<file path="src/waypoint_heading_to_target_unit_macros.svh">
// Assertion macros for the waypoint heading unit.
// Included by modules that carry concurrent checks; no other dependency.
`ifndef WAYPOINT_HEADING_TO_TARGET_UNIT_MACROS_SVH
`define WAYPOINT_HEADING_TO_TARGET_UNIT_MACROS_SVH
// implication checked every clock, off during reset
`define WHT_ASSERT_IMP(lbl, clk, rst_n, a, c) \
    lbl: assert property (@(posedge clk) disable iff (!rst_n) (a) |-> (c)) \
        else $error("assertion failed");
// next-cycle implication
`define WHT_ASSERT_NXT(lbl, clk, rst_n, a, c) \
    lbl: assert property (@(posedge clk) disable iff (!rst_n) (a) |=> (c)) \
        else $error("assertion failed");
`endif

</file>
<file path="src/wht_pkg.sv">
// Shared constants, types and arctangent table of the waypoint heading unit.
// No dependencies.
package wht_pkg;
    localparam int COORD_BITS_DEF    = 32;
    localparam int ANGLE_BITS_DEF    = 16;
    localparam int MAX_WAYPOINTS_DEF = 256;
    localparam int CORDIC_STEPS      = 30;
    localparam int ZW                = 32;
    // working width of the CORDIC datapath (vector normalized to 2^51)
    localparam int CW                = 56;
    localparam int NORM_EXP          = 51;
    localparam int CFG_IDX_BITS      = 2;
    localparam int CFG_DATA_BITS     = 16;

    // configuration register indexes
    localparam logic [CFG_IDX_BITS-1:0] REG_ROTATE_BUSY   = 2'd0;
    localparam logic [CFG_IDX_BITS-1:0] REG_MOVEMENT_MODE = 2'd1;
    localparam logic [CFG_IDX_BITS-1:0] REG_MIN_DISTANCE  = 2'd2;
    localparam logic [1:0] MODE_HEADING = 2'd1;
    localparam logic [15:0] MIN_DIST_RESET = 16'd26;

    // per-request side data carried beside the angle datapath
    typedef struct packed {
        logic       ok;
        logic [7:0] slot;
        logic       last;
    } t_tag;

    function automatic logic [ZW-1:0] atan_turns(input int i);
        logic [ZW-1:0] r;
        r = '0;
        case (i)
            0:  r = 32'd536870912;  1: r = 32'd316933406; 2: r = 32'd167458907;
            3:  r = 32'd85004756;   4: r = 32'd42667331;  5: r = 32'd21354465;
            6:  r = 32'd10679838;   7: r = 32'd5340245;   8: r = 32'd2670163;
            9:  r = 32'd1335087;   10: r = 32'd667544;   11: r = 32'd333772;
            12: r = 32'd166886;    13: r = 32'd83443;    14: r = 32'd41722;
            15: r = 32'd20861;     16: r = 32'd10430;    17: r = 32'd5215;
            18: r = 32'd2608;      19: r = 32'd1304;     20: r = 32'd652;
            21: r = 32'd326;       22: r = 32'd163;      23: r = 32'd81;
            24: r = 32'd41;        25: r = 32'd20;       26: r = 32'd10;
            27: r = 32'd5;         28: r = 32'd3;        29: r = 32'd1;
            default: r = '0;
        endcase
        return r;
    endfunction
endpackage

</file>
<file path="src/wht_front.sv">
// Front end: forms 8*(target - curve point), tests distance and gating.
// Depends on wht_pkg. Three registered stages, one request per cycle.
module wht_front import wht_pkg::*; #(
    parameter int COORD_BITS    = COORD_BITS_DEF,
    parameter int MAX_WAYPOINTS = MAX_WAYPOINTS_DEF,
    parameter int DW            = COORD_BITS + 5
) (
    input  logic                         i_clk,
    input  logic                         i_rst_n,
    input  logic                         i_valid,
    input  logic signed [COORD_BITS-1:0] i_px, i_py, i_hx, i_hy,
    input  logic signed [COORD_BITS-1:0] i_nx, i_ny, i_tx, i_ty,
    input  logic [7:0]                   i_idx,
    input  logic                         i_last,
    input  logic                         i_rotate_busy,
    input  logic [1:0]                   i_mode,
    input  logic [15:0]                  i_min_dist,
    output logic                         o_valid,
    output logic signed [DW-1:0]         o_dx,
    output logic signed [DW-1:0]         o_dy,
    output t_tag                         o_tag
);
    // 8*min_dist stays below 2^19, so only small components need squaring
    localparam int LW  = 19;
    localparam int SQW = 2 * LW;

    // stage 1: 8D = 8t - p - 6h - n
    logic                  r_v1;
    logic signed [DW-1:0]  r_dx1, r_dy1;
    logic [7:0]            r_idx1;
    logic                  r_last1;
    logic signed [DW-1:0]  n_dx1, n_dy1;
    always_comb begin
        n_dx1 = (DW'(i_tx) <<< 3) - DW'(i_px) - (DW'(i_hx) <<< 2)
              - (DW'(i_hx) <<< 1) - DW'(i_nx);
        n_dy1 = (DW'(i_ty) <<< 3) - DW'(i_py) - (DW'(i_hy) <<< 2)
              - (DW'(i_hy) <<< 1) - DW'(i_ny);
    end
    always_ff @(posedge i_clk) begin
        if (!i_rst_n) begin
            r_v1 <= 1'b0;
        end else begin
            r_v1 <= i_valid;
        end
        r_dx1 <= n_dx1; r_dy1 <= n_dy1; r_idx1 <= i_idx; r_last1 <= i_last;
    end

    // stage 2: range test against 8*min_dist, squares of the low bits
    logic                  r_v2;
    logic signed [DW-1:0]  r_dx2, r_dy2;
    logic [SQW-1:0]        r_sqx, r_sqy;
    logic                  r_inx, r_iny;
    logic [7:0]            r_idx2;
    logic                  r_last2;
    logic [DW-1:0]         ax, ay;
    logic [LW-1:0]         lim;
    assign ax  = r_dx1[DW-1] ? DW'(-r_dx1) : DW'(r_dx1);
    assign ay  = r_dy1[DW-1] ? DW'(-r_dy1) : DW'(r_dy1);
    assign lim = {i_min_dist, 3'b000};
    always_ff @(posedge i_clk) begin
        if (!i_rst_n) begin
            r_v2 <= 1'b0;
        end else begin
            r_v2 <= r_v1;
        end
        r_dx2 <= r_dx1; r_dy2 <= r_dy1; r_idx2 <= r_idx1; r_last2 <= r_last1;
        r_inx <= ax < DW'(lim);
        r_iny <= ay < DW'(lim);
        r_sqx <= SQW'(ax[LW-1:0]) * SQW'(ax[LW-1:0]);
        r_sqy <= SQW'(ay[LW-1:0]) * SQW'(ay[LW-1:0]);
    end

    // stage 3: compare against (8*min_dist)^2 and apply the gating
    logic [SQW:0] sum;
    logic [37:0]  lim2;
    logic         near, ok;
    assign lim2 = 38'(i_min_dist) * 38'(i_min_dist) * 38'd64;
    assign sum  = (SQW+1)'(r_sqx) + (SQW+1)'(r_sqy);
    assign near = r_inx && r_iny && ((SQW+1)'(lim2) > sum);
    assign ok   = !i_rotate_busy && (i_mode == MODE_HEADING) && !near
                && (32'(r_idx2) < 32'(MAX_WAYPOINTS));
    always_ff @(posedge i_clk) begin
        if (!i_rst_n) begin
            o_valid <= 1'b0;
        end else begin
            o_valid <= r_v2;
        end
        o_dx <= r_dx2; o_dy <= r_dy2;
        o_tag <= '{ok: ok, slot: r_idx2, last: r_last2};
    end
endmodule

</file>
<file path="config.mk">
export PLATFORM = sky130hd
export DESIGN_NAME = wht_front
export DESIGN_NICKNAME = d
export VERILOG_FILES = /design/src/waypoint_heading_to_target_unit_macros.svh /design/src/wht_pkg.sv /design/src/wht_front.sv
export SDC_FILE = /design/constraint.sdc
export NUM_CORES = 2
export LEC_CHECK = 0
export BUFFER_PORTS_ARGS = -buffer_cell sky130_fd_sc_hd__buf_2
export CAP_MARGIN = 5
export CELL_PAD_IN_SITES_DETAIL_PLACEMENT = 0
export CELL_PAD_IN_SITES_GLOBAL_PLACEMENT = 1
export CORE_MARGIN = 2
export CORE_UTILIZATION = 49
export CTS_CLUSTER_DIAMETER = 100
export DETAILED_ROUTE_END_ITERATION = 7
export MAX_ROUTING_LAYER = met4
export PLACE_DENSITY = 0.91
export SKIP_LAST_GASP = 1
export SLEW_MARGIN = 10
export SYNTH_ARGS = -nofsm -noshare
export SYNTH_HDL_FRONTEND = slang
export SYNTH_SLANG_ARGS = --single-unit
</file>
<file path="constraint.sdc">
create_clock -name i_clk -period 10.6 [get_ports i_clk]
set_clock_uncertainty 0.1 [all_clocks]
set_input_delay 2.12 -clock i_clk [delete_from_list [all_inputs] [get_ports i_clk]]
set_output_delay 2.12 -clock i_clk [all_outputs]
set_load 0.005 [all_outputs]
</file>
==> impl_metrics.env <==
export IMPL_final_layout_size_suffix_gt1_frac=0.103
export IMPL_io_pins=372
export IMPL_tns_ns=0
export IMPL_dieHeight_um=309
export IMPL_area_growth_pct=10.6
export IMPL_num_vias=33500
export IMPL_io_buffer_count=371
export IMPL_syn_instance_count=4785
export IMPL_synth_edf_count=0
export IMPL_htree_levels=2
export IMPL_arrival_ns=10.11
export IMPL_routabilityCongestion=0.941
export IMPL_crit_slowest_cell="a2111oi_0"
export IMPL_hold_viol_final=0
export IMPL_slew_headroom=0.197
export IMPL_tightest_slew_ns=1.19
export IMPL_drtAntennaViolNets=0
export IMPL_cp_common_cell="fa_1"
export IMPL_dr_pass1_iters=8
export IMPL_die_w_um=309
export IMPL_cts_root_buf="clkbuf_16"
export IMPL_rsz0062_at_grt="no"
export IMPL_ys_types=70
export IMPL_crit_buf_inv=6
export IMPL_async_flop_share=0
export IMPL_place_ws_ns=0.351
export IMPL_fin_nets=6841
export IMPL_tritoncts="yes"
export IMPL_min_period_ns=9.74
export IMPL_layout_commonest_cell="inv_1"
export IMPL_grt_max_degree=22
export IMPL_grt_pass1_vias=35300
export IMPL_finalSetupViolCount=0
export IMPL_synth_seq_cells=327
export IMPL_final_core_utilization=0.548
export IMPL_hold_path_class="reg2reg"
export IMPL_min_period_over_period=0.919
export IMPL_first_iter_violations=2129
export IMPL_status="finished clean"
export IMPL_slew_viol_final=0
export IMPL_grt_overflow_total=0
export IMPL_fillers=8303
export IMPL_cts_resized_gates=0
export IMPL_rows=111
export IMPL_setup_ws_ns=0.857
export IMPL_clkSlewWorstSetupHoldPaths_ns=0.06
export IMPL_yosys_warnings=0
export IMPL_wirelength_mm=109
export IMPL_syn_area_per_cell_um2=9.50
export IMPL_worstPathRequired_ns=10.96
export IMPL_vias_per_cell=5.19
export IMPL_cts_buffers=38
export IMPL_crit_fanout=12
export IMPL_final_cell_mix="inv_1, fa_1, ha_1, nor2_1, buf_2"
export IMPL_grt_pass1_wl_mm=180
export IMPL_drc=0
export IMPL_ys_flop_type="dfxtp_1"
export IMPL_start_util=0.495
export IMPL_startpoint_type="primary input"
export IMPL_gr_usage_all_layers=0.245
export IMPL_wire_per_inst_um=16.9
export IMPL_dieArea_mm2=0.0952
export IMPL_core_area_mm2=0.0918
export IMPL_synth_fp_nets=6449
export IMPL_endpoint_kind="flip-flop"
export IMPL_worst_path_dominant_cell_family="adder cells"
export IMPL_syn_area_mm2=0.0455
export IMPL_clk_path_buf_depth=3
export IMPL_max_stage_delay_ns=0.62
export IMPL_max_cap_violations=0
export IMPL_fmax_mhz=103
export IMPL_hold_buffers=0
export IMPL_critPathKind="in2reg"
export IMPL_postCtsSetupBuffers=0
export IMPL_antenna_found_initial=2
export IMPL_cts_num_sinks=327
export IMPL_seq_area_frac_synth=0.144
export IMPL_dp_hpwl_mm=92.5
export IMPL_insertion_delay_ns=0.58
through the flow:
step | area [um^2] | hold WS [ns] | instances
2_1_floorplan | 45500 | 0.210 | 4785
3_3_place_gp | 49000 | 0.210 | 6380
3_5_place_dp | 49000 | 0.212 | 6380
4_1_cts | 50300 | 0.220 | 6446
5_1_grt | 50300 | 0.227 | 6448
6_report | 50300 | 0.220 | 6448
Yosys cell counts, types with 10 or more instances:
library cell	number	area, um^2
a211oi_1	23	173
a21o_1	96	721
a21oi_1	187	936
a31o_2	11	96.3
a31oi_1	19	119
and2_1	29	181
and3_1	19	119
clkbuf_1	77	289
clkinv_1	17	63.8
dfxtp_1	327	6550
fa_1	854	17100
ha_1	523	6540
inv_1	1108	4160
nand2_1	320	1200
nand2b_1	34	213
nand3_1	45	225
nand4_1	23	144
nor2_1	371	1390
nor2b_1	26	163
nor3_1	51	255
nor4_1	19	119
o211ai_1	10	75.1
o21a_1	35	263
o21ai_0	109	546
o21bai_1	18	135
o22ai_1	10	62.6
o31ai_1	22	165
or2_2	11	68.8
or3_1	12	75.1
xnor2_1	157	1380
xor2_1	86	753
flip-flops by register name, summed over array words and instances, names as in the netlist:
register / count
r_dx2: 36
r_sqx: 37
o_dy: 37
o_valid: 1
r_dx1: 37
r_last1: 1
r_last2: 1
o_tag: 10
o_dx: 37
r_idx2: 8
r_v1: 1
r_inx: 1
r_dy2: 36
r_iny: 1
r_idx1: 8
r_sqy: 37
r_v2: 1
r_dy1: 37
path summary, 6_finish.rpt:
kind,startpoint,end,slack (ns),cells past startpoint
worst min-delay path,r_dy2[9],o_dy[9],0.22,0
worst max-delay path,i_min_dist[12],o_tag[9],0.86,31
worst max register to register,r_dy1[0],r_sqy[37],1.60,30
worst min register to register,r_dy2[9],o_dy[9],0.22,0
worst register-to-register path, delay by kind of cell (launching register included):
kind	cells	cell delay, ns
AOI/OAI and AO/OA	7	2.01
and+or+nand+nor	5	1.05
adders and majority gates	8	3.54
buffers and inverters	8	1.44
DFF	1	0.50
xor gates and xnor gates	2	0.30
cell type report:
cell class                      count  area (um^2)  share of cell area
Clock buffer                       44          993              0.0198
Sequential cell                   327         6550               0.130
Clock inverter                     22          238             0.00473
Inverter                         1129         4240              0.0843
Multi-Input combinational cell   3250        34400               0.684
Antenna cell                        2         5.00           0.0000995
Timing Repair Buffer              431         2310              0.0459
Tap cell                         1243         1560              0.0309
routing by layer:
layer	up-vias	routed length [um]	track usage
met3	190	6740	0.0334
met5	-	0	-
met1	16600	44800	0.310
met4	0	3340	0.0704
li1	15700	-	-
met2	968	54100	0.411
cells by family (layout without fill, tap and decap cells):
group                      Yosys count  in the layout  share of synthesized area
AOI/OAI and AO/OA                  628            628                     0.0895
xor gates and xnor gates           243            243                     0.0468
adders and majority gates         1377           1377                      0.520
buffers and inverters             1208           1626                     0.0998
DFF                                327            327                      0.144
muxes                                6              6                    0.00138
other                                0              2                          0
and+or+nand+nor                    996            996                     0.0985
Power is not shown: default switching activity piles up to over one toggle a cycle in this logic, so the estimate is an artifact.
