[src/waypoint_heading_to_target_unit_macros.svh]
// Assertion macros for the waypoint heading unit.
// Included by modules that carry concurrent checks; no other dependency.
`ifndef WAYPOINT_HEADING_TO_TARGET_UNIT_MACROS_SVH
`define WAYPOINT_HEADING_TO_TARGET_UNIT_MACROS_SVH
// implication checked every clock, off during reset
`define WHT_ASSERT_IMP(lbl, clk, rst_n, a, c) \
    lbl: assert property (@(posedge clk) disable iff (!rst_n) (a) |-> (c)) \
        else $error("assertion failed");
// next-cycle implication
`define WHT_ASSERT_NXT(lbl, clk, rst_n, a, c) \
    lbl: assert property (@(posedge clk) disable iff (!rst_n) (a) |=> (c)) \
        else $error("assertion failed");
`endif

[src/wht_pkg.sv]
// Shared constants, types and arctangent table of the waypoint heading unit.
// No dependencies.
package wht_pkg;
    localparam int COORD_BITS_DEF    = 32;
    localparam int ANGLE_BITS_DEF    = 16;
    localparam int MAX_WAYPOINTS_DEF = 256;
    localparam int CORDIC_STEPS      = 30;
    localparam int ZW                = 32;
    // working width of the CORDIC datapath (vector normalized to 2^51)
    localparam int CW                = 56;
    localparam int NORM_EXP          = 51;
    localparam int CFG_IDX_BITS      = 2;
    localparam int CFG_DATA_BITS     = 16;

    // configuration register indexes
    localparam logic [CFG_IDX_BITS-1:0] REG_ROTATE_BUSY   = 2'd0;
    localparam logic [CFG_IDX_BITS-1:0] REG_MOVEMENT_MODE = 2'd1;
    localparam logic [CFG_IDX_BITS-1:0] REG_MIN_DISTANCE  = 2'd2;
    localparam logic [1:0] MODE_HEADING = 2'd1;
    localparam logic [15:0] MIN_DIST_RESET = 16'd26;

    // per-request side data carried beside the angle datapath
    typedef struct packed {
        logic       ok;
        logic [7:0] slot;
        logic       last;
    } t_tag;

    function automatic logic [ZW-1:0] atan_turns(input int i);
        logic [ZW-1:0] r;
        r = '0;
        case (i)
            0:  r = 32'd536870912;  1: r = 32'd316933406; 2: r = 32'd167458907;
            3:  r = 32'd85004756;   4: r = 32'd42667331;  5: r = 32'd21354465;
            6:  r = 32'd10679838;   7: r = 32'd5340245;   8: r = 32'd2670163;
            9:  r = 32'd1335087;   10: r = 32'd667544;   11: r = 32'd333772;
            12: r = 32'd166886;    13: r = 32'd83443;    14: r = 32'd41722;
            15: r = 32'd20861;     16: r = 32'd10430;    17: r = 32'd5215;
            18: r = 32'd2608;      19: r = 32'd1304;     20: r = 32'd652;
            21: r = 32'd326;       22: r = 32'd163;      23: r = 32'd81;
            24: r = 32'd41;        25: r = 32'd20;       26: r = 32'd10;
            27: r = 32'd5;         28: r = 32'd3;        29: r = 32'd1;
            default: r = '0;
        endcase
        return r;
    endfunction
endpackage

[src/wht_queue.sv]
// Short FIFO between the classifier front end and the CORDIC back end.
// Depends on wht_pkg. Memory read data registered at the output side.
module wht_queue import wht_pkg::*; #(
    parameter int W = 8
) (
    input  logic         i_clk,
    input  logic         i_rst_n,
    input  logic         i_push,
    input  logic [W-1:0] i_data,
    output logic         o_valid,
    output logic [W-1:0] o_data
);
    // the back end never stalls, so entries drain the cycle after push
    logic [W-1:0] r_mem [4];
    logic [1:0]   r_wp, r_rp;
    logic [2:0]   r_cnt;
    logic         pop;
    assign pop = r_cnt != 3'd0;
    always_ff @(posedge i_clk) begin
        if (i_push) begin
            r_mem[r_wp] <= i_data;
        end
        o_data <= r_mem[r_rp];
    end
    always_ff @(posedge i_clk) begin
        if (!i_rst_n) begin
            r_wp <= '0; r_rp <= '0; r_cnt <= '0; o_valid <= 1'b0;
        end else begin
            if (i_push) r_wp <= r_wp + 2'd1;
            if (pop) r_rp <= r_rp + 2'd1;
            r_cnt <= r_cnt + 3'(i_push) - 3'(pop);
            o_valid <= pop;
        end
    end
endmodule

[config.mk]
export PLATFORM = sky130hd
export DESIGN_NAME = wht_queue
export DESIGN_NICKNAME = d
export VERILOG_FILES = /design/src/waypoint_heading_to_target_unit_macros.svh /design/src/wht_pkg.sv /design/src/wht_queue.sv
export SDC_FILE = /design/constraint.sdc
export NUM_CORES = 1
export LEC_CHECK = 0
export BUFFER_PORTS_ARGS = -buffer_cell sky130_fd_sc_hd__buf_4
export CAP_MARGIN = 0
export CORE_MARGIN = 3
export CORE_UTILIZATION = 31
export CTS_BUF_LIST = sky130_fd_sc_hd__clkbuf_16
export CTS_CLUSTER_SIZE = 25
export DETAILED_ROUTE_END_ITERATION = 16
export HOLD_SLACK_MARGIN = 0.06
export PLACE_DENSITY = 0.52
export SETUP_SLACK_MARGIN = 0.02
export SLEW_MARGIN = 20
export SYNTH_ARGS = -nofsm -noshare
export SYNTH_HDL_FRONTEND = slang
export SYNTH_SLANG_ARGS = --single-unit
[constraint.sdc]
create_clock -name i_clk -period 3.15 [get_ports i_clk]
set_input_delay 0.1575 -clock i_clk [delete_from_list [all_inputs] [get_ports i_clk]]
set_output_delay 0.1575 -clock i_clk [all_outputs]
set_load 0.02 [all_outputs]
==> results of run 1 <==
==> path summary, 6_finish.rpt <==
path,startpoint,endpoint,slack (ns),cells after the start
worst max-delay path,r_cnt[1]$_SDFF_PN0_,r_cnt[2]$_SDFF_PN0_,1.09,7
worst min-delay path,i_data[4],r_mem[0][4]$_DFFE_PP_,0.08,1
worst max register to register,r_cnt[1]$_SDFF_PN0_,r_cnt[2]$_SDFF_PN0_,1.09,7
worst min register to register,r_mem[0][3]$_DFFE_PP_,o_data[3]$_DFF_P_,0.55,1
==> layer usage <==
| metal | vias to the layer above | part of all wire (%) | routed length, um | track usage, % |
|---|---|---|---|---|
| li1 | 385 | - | - | - |
| met1 | 389 | 42 | 1190 | 10.5 |
| met2 | 18 | 52 | 1450 | 16.7 |
| met5 | - | 0 | 0 | 0 |
| met3 | 5 | 4.2 | 117 | 3.44 |
| met4 | 0 | 2.0 | 57 | 5.57 |
==> metrics by stage <==
stage	worst slack (ns)	hold slack [ns]	util [%]	cell area (um2)	cells
final	1.09	0.0791	39.8	2100	186
after global routing	0.992	0.0684	39.8	2100	186
after CTS	1.07	0.0686	39.8	2100	186
after detailed placement	1.08	0.362	37.2	1960	178
after floorplan	1.19	0.256	-	1750	91
after global placement	1.17	0.357	37.2	1960	178
==> sequential cells by signal, indices dropped and copies added, names as in the netlist <==
register	flops
r_rp	2
o_data	8
r_cnt	3
r_wp	2
o_valid	1
r_mem	32
==> cells by family after synthesis <==
kind of cell	after synthesis	synth area share, %
compound gates	1	0.501
simple gates	15	5.30
buf+inv	8	2.22
xor+xnor	2	1.79
mux	10	11.5
fa+ha+maj	7	5.44
flops	48	73.3
==> report_power, final <==
group / switching, W / internal, W / total (W)
Clock: 0.000204 / 0.000285 / 0.000489
Combinational: 0.000184 / 0.000248 / 0.000432
Sequential: 0.0000912 / 0.000781 / 0.000872
==> cells in the mapped netlist <==
| master | number | area share, % |
|---|---|---|
| edfxtp_1 | 32 | 55 |
| mux2i_1 | 2 | 1.1 |
| nand2_1 | 1 | 0.21 |
| dfxtp_1 | 16 | 18 |
| o31a_1 | 1 | 0.50 |
| inv_1 | 6 | 1.3 |
| fa_1 | 1 | 1.1 |
| or3_1 | 1 | 0.36 |
| xnor3_1 | 1 | 1.3 |
| ha_1 | 6 | 4.3 |
| nor3b_1 | 1 | 0.43 |
| buf_6 | 1 | 0.64 |
| nand2b_1 | 1 | 0.36 |
| mux4_2 | 8 | 10 |
| clkbuf_2 | 1 | 0.29 |
| nor4_1 | 1 | 0.36 |
| nor2b_1 | 1 | 0.36 |
| xor2_1 | 1 | 0.50 |
| and2_1 | 9 | 3.2 |
==> layout make-up <==
| class | instances | area (um2) | area share (%) |
|---|---|---|---|
| clock buffers | 5 | 125 | 5.96 |
| inverters | 6 | 22.5 | 1.07 |
| clock inverters | 3 | 11.3 | 0.537 |
| multi-input cells | 35 | 428 | 20.4 |
| repair buffers | 19 | 143 | 6.80 |
| flip-flops and latches | 48 | 1280 | 61.1 |
| well taps | 70 | 87.6 | 4.17 |
==> worst register-to-register path, cell delays in order (launching register included) <==
cell and delay (ns):
dfxtp_1 0.34, or3_1 0.40, ha_1 0.30, inv_1 0.04, ha_1 0.18, fa_1 0.37
xnor3_1 0.17, and2_1 0.15
==> qor.csv, run 1 <==
metric,value,unit
status,completed,
post-DR vias/cell,4.28,
maximum vdd drop,0.267,mV
detailed placement HPWL,1880,um
Sink Count,48,
GRT Residual Overflow,0,
number of distinct library cells after synthesis,19,
Die W,81.1,um
worst-path cell chain,"or3_1, ha_1, inv_1, ha_1, fa_1, xnor3_1, and2_1",
Pwr Total,0.00179,W
Max Transition Viols Final,0,
crit share post-route,65.5,%
row count,26,
Final TNS setup,0,ns
clk_skew,0.00341,ns
worst-skew pair later-pin latency,0.28,ns
clk root buf,clkbuf_16,
clock buffer count from CTS,5,
Top Ports,20,
actual slew at the worst max-slew pin,0.653,ns
Slew Limit Headroom,56.4,%
RSZ-0062 raised after global routing,no,
CP peak stage delay,0.40,ns
die area,6580,um2
maximum clock rate,0.485,GHz
antenna violations before repair,0,
CP Max Fanout,5,
DR pass1 iterations,4,
Hold Fails Final Rpt,0,
WP data required,3.32,ns
synth warn,0,
Mean Syn Cell Area,19.2,um2
clk buf depth,2,
Crit path max-delay family,adder cells,
CTS tree,done,
first-pass GRT wire length,4460,um
Core Footprint,5270,um2
leakage,0.776,nW
WL final,2820,um
synthesized area,1750,um2
htree depth,2,
startpoint types,flop,
Post-Synthesis Cells,91,
syn nets,109,
drt drc,0,
#FFs+latches synth,48,
Min-Delay Path Class,in2reg,
Chip Height,81.1,um
I/O Buffers,19,
Cell Pwr Density,855,nW/um2
Critical Path End Type,flop,
WP buf/inv,1,
"commonest cells after routing, fill and taps aside","edfxtp_1, buf_4, dfxtp_1",
diode count,0,
# Post-CTS Setup Buffers,0,
vias after detailed routing,797,
Total Routing Usage GR,9.82,%
"commonest non-fill, non-tap cell in the layout",edfxtp_1,
CP arrival,2.24,ns
CP Class,reg2reg,
share of cells above drive strength 1,27.6,%
clk slew on worst S/H paths,0.06,ns
Post-CTS Resized,0,
Final setup violation count,0,
register area share after synthesis,73.3,%
P&R area growth vs syn,20.0,%
DR iter-0 viols,38,
post-route ant nets,0,
global placer's final weighted congestion,0.656,
# fillers,513,
Hold Buf Count CTS,0,
Most Frequent Cell on Critical Path,ha_1,
starting density of the core,33.2,%
maximum capacitance violations,0,
"Min Clock Period, post-route",2.06,ns
vias in the first global route,908,
per-cell routed wire length,15.2,um
largest net degree at the start of global routing,14,
fin nets,133,
Worst path slowest cell,or3_1,
No activity file was read; power rests on OpenSTA's default activity.
==> inputs of run 2 (changes only) <==
- ABC_AREA: unset -> 1
- clock period: 3.15 -> 2 ns (I/O delays scaled with it)
==> run 2 against run 1 <==
Against the previous run: final cell count rose by 38%; maximum frequency rose by 16%; critical endpoint unchanged; critical path depth rose by 1.
==> qor.csv, run 2 <==
metric,value,unit,change
reg-to-reg startpoint,r_cnt[1]$_SDFF_PN0_,,unchanged
clock buffer count from CTS,5,,unchanged
row count,27,,was 26
Critical Path End Type,flop,,unchanged
largest registers,"r_mem (32), o_data (8), r_cnt (3)",,unchanged
Hold Path End,r_cnt[1]$_SDFF_PN0_,,was r_mem[0][4]$_DFFE_PP_
hold path cells,3,,was 1
post-route ant nets,0,,unchanged
antenna violations before repair,0,,unchanged
worst reg2reg endpoint,r_cnt[2]$_SDFF_PN0_,,unchanged
list of most frequent post-synthesis cells,"edfxtp_1, nor2_1, o21ai_1",,"was edfxtp_1, dfxtp_1, and2_1"
worst-path cell chain,"nor2_1, nand2_1, ha_1, inv_1, ha_1, fa_1, a21oi_1, nor2_1",,"was or3_1, ha_1, inv_1, ha_1, fa_1, xnor3_1, and2_1"
startpoint types,flop,,unchanged
most frequent cell after synthesis,edfxtp_1,,unchanged
asr flop ratio synth,0,%,unchanged
CP arrival,1.95,ns,was 2.24 ns
Slew Limit Headroom,65.8,%,was 56.4%
DR iter-0 viols,36,,was 38
actual slew at the worst max-slew pin,0.512,ns,was 0.653 ns
Worst path slowest cell,fa_1,,was or3_1
Inst Count DP,241,,was 178
footprint of the multi-input gates,428,um2,unchanged
per-cell routed wire length,11.8,um,was 15.2 um
synthesized area,1830,um2,was 1750 um2
DR pass1 iterations,4,,unchanged
Synth area leaders,"edfxtp_1, dfxtp_1, o21ai_1, nor2_1, ha_1",,"was edfxtp_1, dfxtp_1, mux4_2, ha_1, and2_1"
CP peak stage delay,0.38,ns,was 0.40 ns
fin nets,202,,was 133
number of flops mapped to enable cells by yosys,32,,unchanged
"Min Clock Period, post-route",1.78,ns,was 2.06 ns
# fillers,557,,was 513
Core Footprint,5610,um2,was 5270 um2
Final setup violation count,0,,unchanged
Post-Synthesis Cells,153,,was 91
placed cell areas,2020,um2,was 1960 um2
register area,1280,um2,unchanged
Register-to-Register Path Depth,8,,was 7
clk_skew,0.00585,ns,was 0.00341 ns
Top Ports,20,,unchanged
CTS tree,done,,unchanged
RSZ-0062 raised after global routing,no,,unchanged
Synth top area share,52.6,%,was 55.0%
# Post-CTS Setup Buffers,0,,unchanged
clk slew on worst S/H paths,0.06,ns,about the same
post-DR vias/cell,4.41,,was 4.28
Min-Delay Path Class,in2reg,,unchanged
status,completed,,unchanged
GRT Residual Overflow,0,,unchanged
largest net degree at the start of global routing,19,,was 14
syn nets,171,,was 109
maximum clock rate,0.561,GHz,was 0.485 GHz
vias in the first global route,1047,,was 908
Hold Buf Count CTS,8,,was 0
Die W,82.8,um,was 81.1 um
CP Class,reg2reg,,unchanged
maximum capacitance violations,0,,unchanged
maximum vdd drop,0.413,mV,was 0.267 mV
WL final,3040,um,was 2820 um
hold wc startpoint,i_rst_n,,was i_data[4]
crit share post-route,89.1,%,was 65.5%
detailed placement HPWL,2050,um,was 1880 um
htree depth,2,,unchanged
Synth area leader,edfxtp_1,,unchanged
P&R area growth vs syn,22.6,%,was 20.0%
register area share after synthesis,70.1,%,was 73.3%
largest reg by FF count,r_mem,,unchanged
Post-CTS Resized,0,,unchanged
first-pass GRT wire length,4840,um,was 4460 um
global placer's final weighted congestion,0.686,,was 0.656
"commonest cells after routing, fill and taps aside","edfxtp_1, nor2_1, o21ai_1",,"was edfxtp_1, buf_4, dfxtp_1"
Mean Syn Cell Area,11.9,um2,was 19.2 um2
r2r setup slk,0.22,ns,was 1.09 ns
Max Transition Viols Final,0,,unchanged
#FFs+latches synth,48,,unchanged
Non-Filler Instances,257,,was 186
hold_ws,0.0594,ns,was 0.0791 ns
I/O Buffers,19,,unchanged
fin area,2240,um2,was 2100 um2
leakage,0.910,nW,was 0.776 nW
vias after detailed routing,1134,,was 797
Chip Height,82.8,um,was 81.1 um
ys flop type,edfxtp_1,,unchanged
diode count,0,,unchanged
Largest register FFs,32,,unchanged
clk root buf,clkbuf_16,,unchanged
synth warn,0,,unchanged
"commonest non-fill, non-tap cell in the layout",edfxtp_1,,unchanged
Total Routing Usage GR,10.0,%,was 9.82%
share of cells above drive strength 1,16.8,%,was 27.6%
starting density of the core,32.6,%,was 33.2%
CP Max Fanout,4,,was 5
clk buf depth,2,,unchanged
number of distinct library cells after synthesis,17,,was 19
Sink Count,48,,unchanged
die area,6850,um2,was 6580 um2
drt drc,0,,unchanged
Final Util,40.0,%,was 39.8%
worst-skew pair later-pin latency,0.28,ns,about the same
Final TNS setup,0,ns,unchanged
Cell Pwr Density,1340,nW/um2,was 855 nW/um2
Hold Fails Final Rpt,0,,unchanged
WP data required,2.17,ns,was 3.32 ns
==> run 2: cell types whose count changed after synthesis, sizes merged, moves of 2 or more <==
| cell | previous run | this run |
|---|---|---|
| nand2 | 1 | 14 |
| and2 | 9 | 0 |
| mux2i | 2 | 0 |
| o21ai | 0 | 27 |
| inv | 6 | 18 |
| nor2 | 0 | 29 |
| a21oi | 0 | 4 |
| buf | 1 | 4 |
| mux4 | 8 | 0 |
| nand3 | 0 | 2 |
==> run 2: cell type report <==
class	instances	area share, %
multi-input combinational	83	19.1
inverter	18	3.13
clock inverter	3	0.726
tap	72	4.02
clock buffer	5	5.58
sequential	48	57.2
timing repair buffer	28	10.3
==> run 2: where the power goes <==
group,internal [W],switching (W)
clock,0.000456,0.000328
sequential,0.00123,0.0000938
combinational,0.000357,0.000529
==> run 2: how the worst max path moves through the flow <==
stage	startpoint	end	cells after the start	slack (ns)
final	r_cnt[1]$_SDFF_PN0_	r_cnt[2]$_SDFF_PN0_	8	0.22
after global routing	r_cnt[1]$_SDFF_PN0_	r_cnt[2]$_SDFF_PN0_	9	0.10
after CTS	r_cnt[1]$_SDFF_PN0_	r_cnt[2]$_SDFF_PN0_	8	0.21
after detailed placement	r_cnt[1]$_SDFF_PN0_	r_cnt[2]$_SDFF_PN0_	8	0.23
after global placement	r_cnt[1]$_SDFF_PN0_	r_cnt[2]$_SDFF_PN0_	8	0.31
after floorplan	r_cnt[1]$_SDFF_PN0_	r_cnt[2]$_SDFF_PN0_	8	0.36
==> run 2: cells by family (layout without fill, tap and decap cells) <==
| group | Yosys count | after routing | synth area share, % |
|---|---|---|---|
| adder cells (fa/ha/maj) | 7 | 7 | 5.20 |
| AO/OA/AOI/OAI | 31 | 31 | 8.69 |
| flip-flops | 48 | 48 | 70.1 |
| AND/OR/NAND/NOR | 45 | 45 | 9.51 |
| buffers and inverters | 22 | 54 | 6.50 |
==> run 2: critical path: cells and delay by family, from the launching register on <==
family / cells / cell delay (ns)
buffers and inverters: 1 / 0.04
adders and majority gates: 3 / 0.85
AOI/OAI and AO/OA: 1 / 0.13
DFF: 1 / 0.32
and+or+nand+nor: 3 / 0.32
==> run 2: layer usage <==
metal	track usage (%)	vias to the layer above	routed length, um
met4	5.39	0	71
met2	17.1	20	1520
li1	-	570	-
met3	3.35	7	135
met1	11.0	537	1310
met5	0	-	0
==> run 2: through the flow <==
stage	power (W)	setup slack, ns
floorplan	0.00201	0.357
global placement	0.00220	0.313
detailed placement	0.00224	0.231
CTS	0.00305	0.205
global route	0.00321	0.101
finish	0.00300	0.218
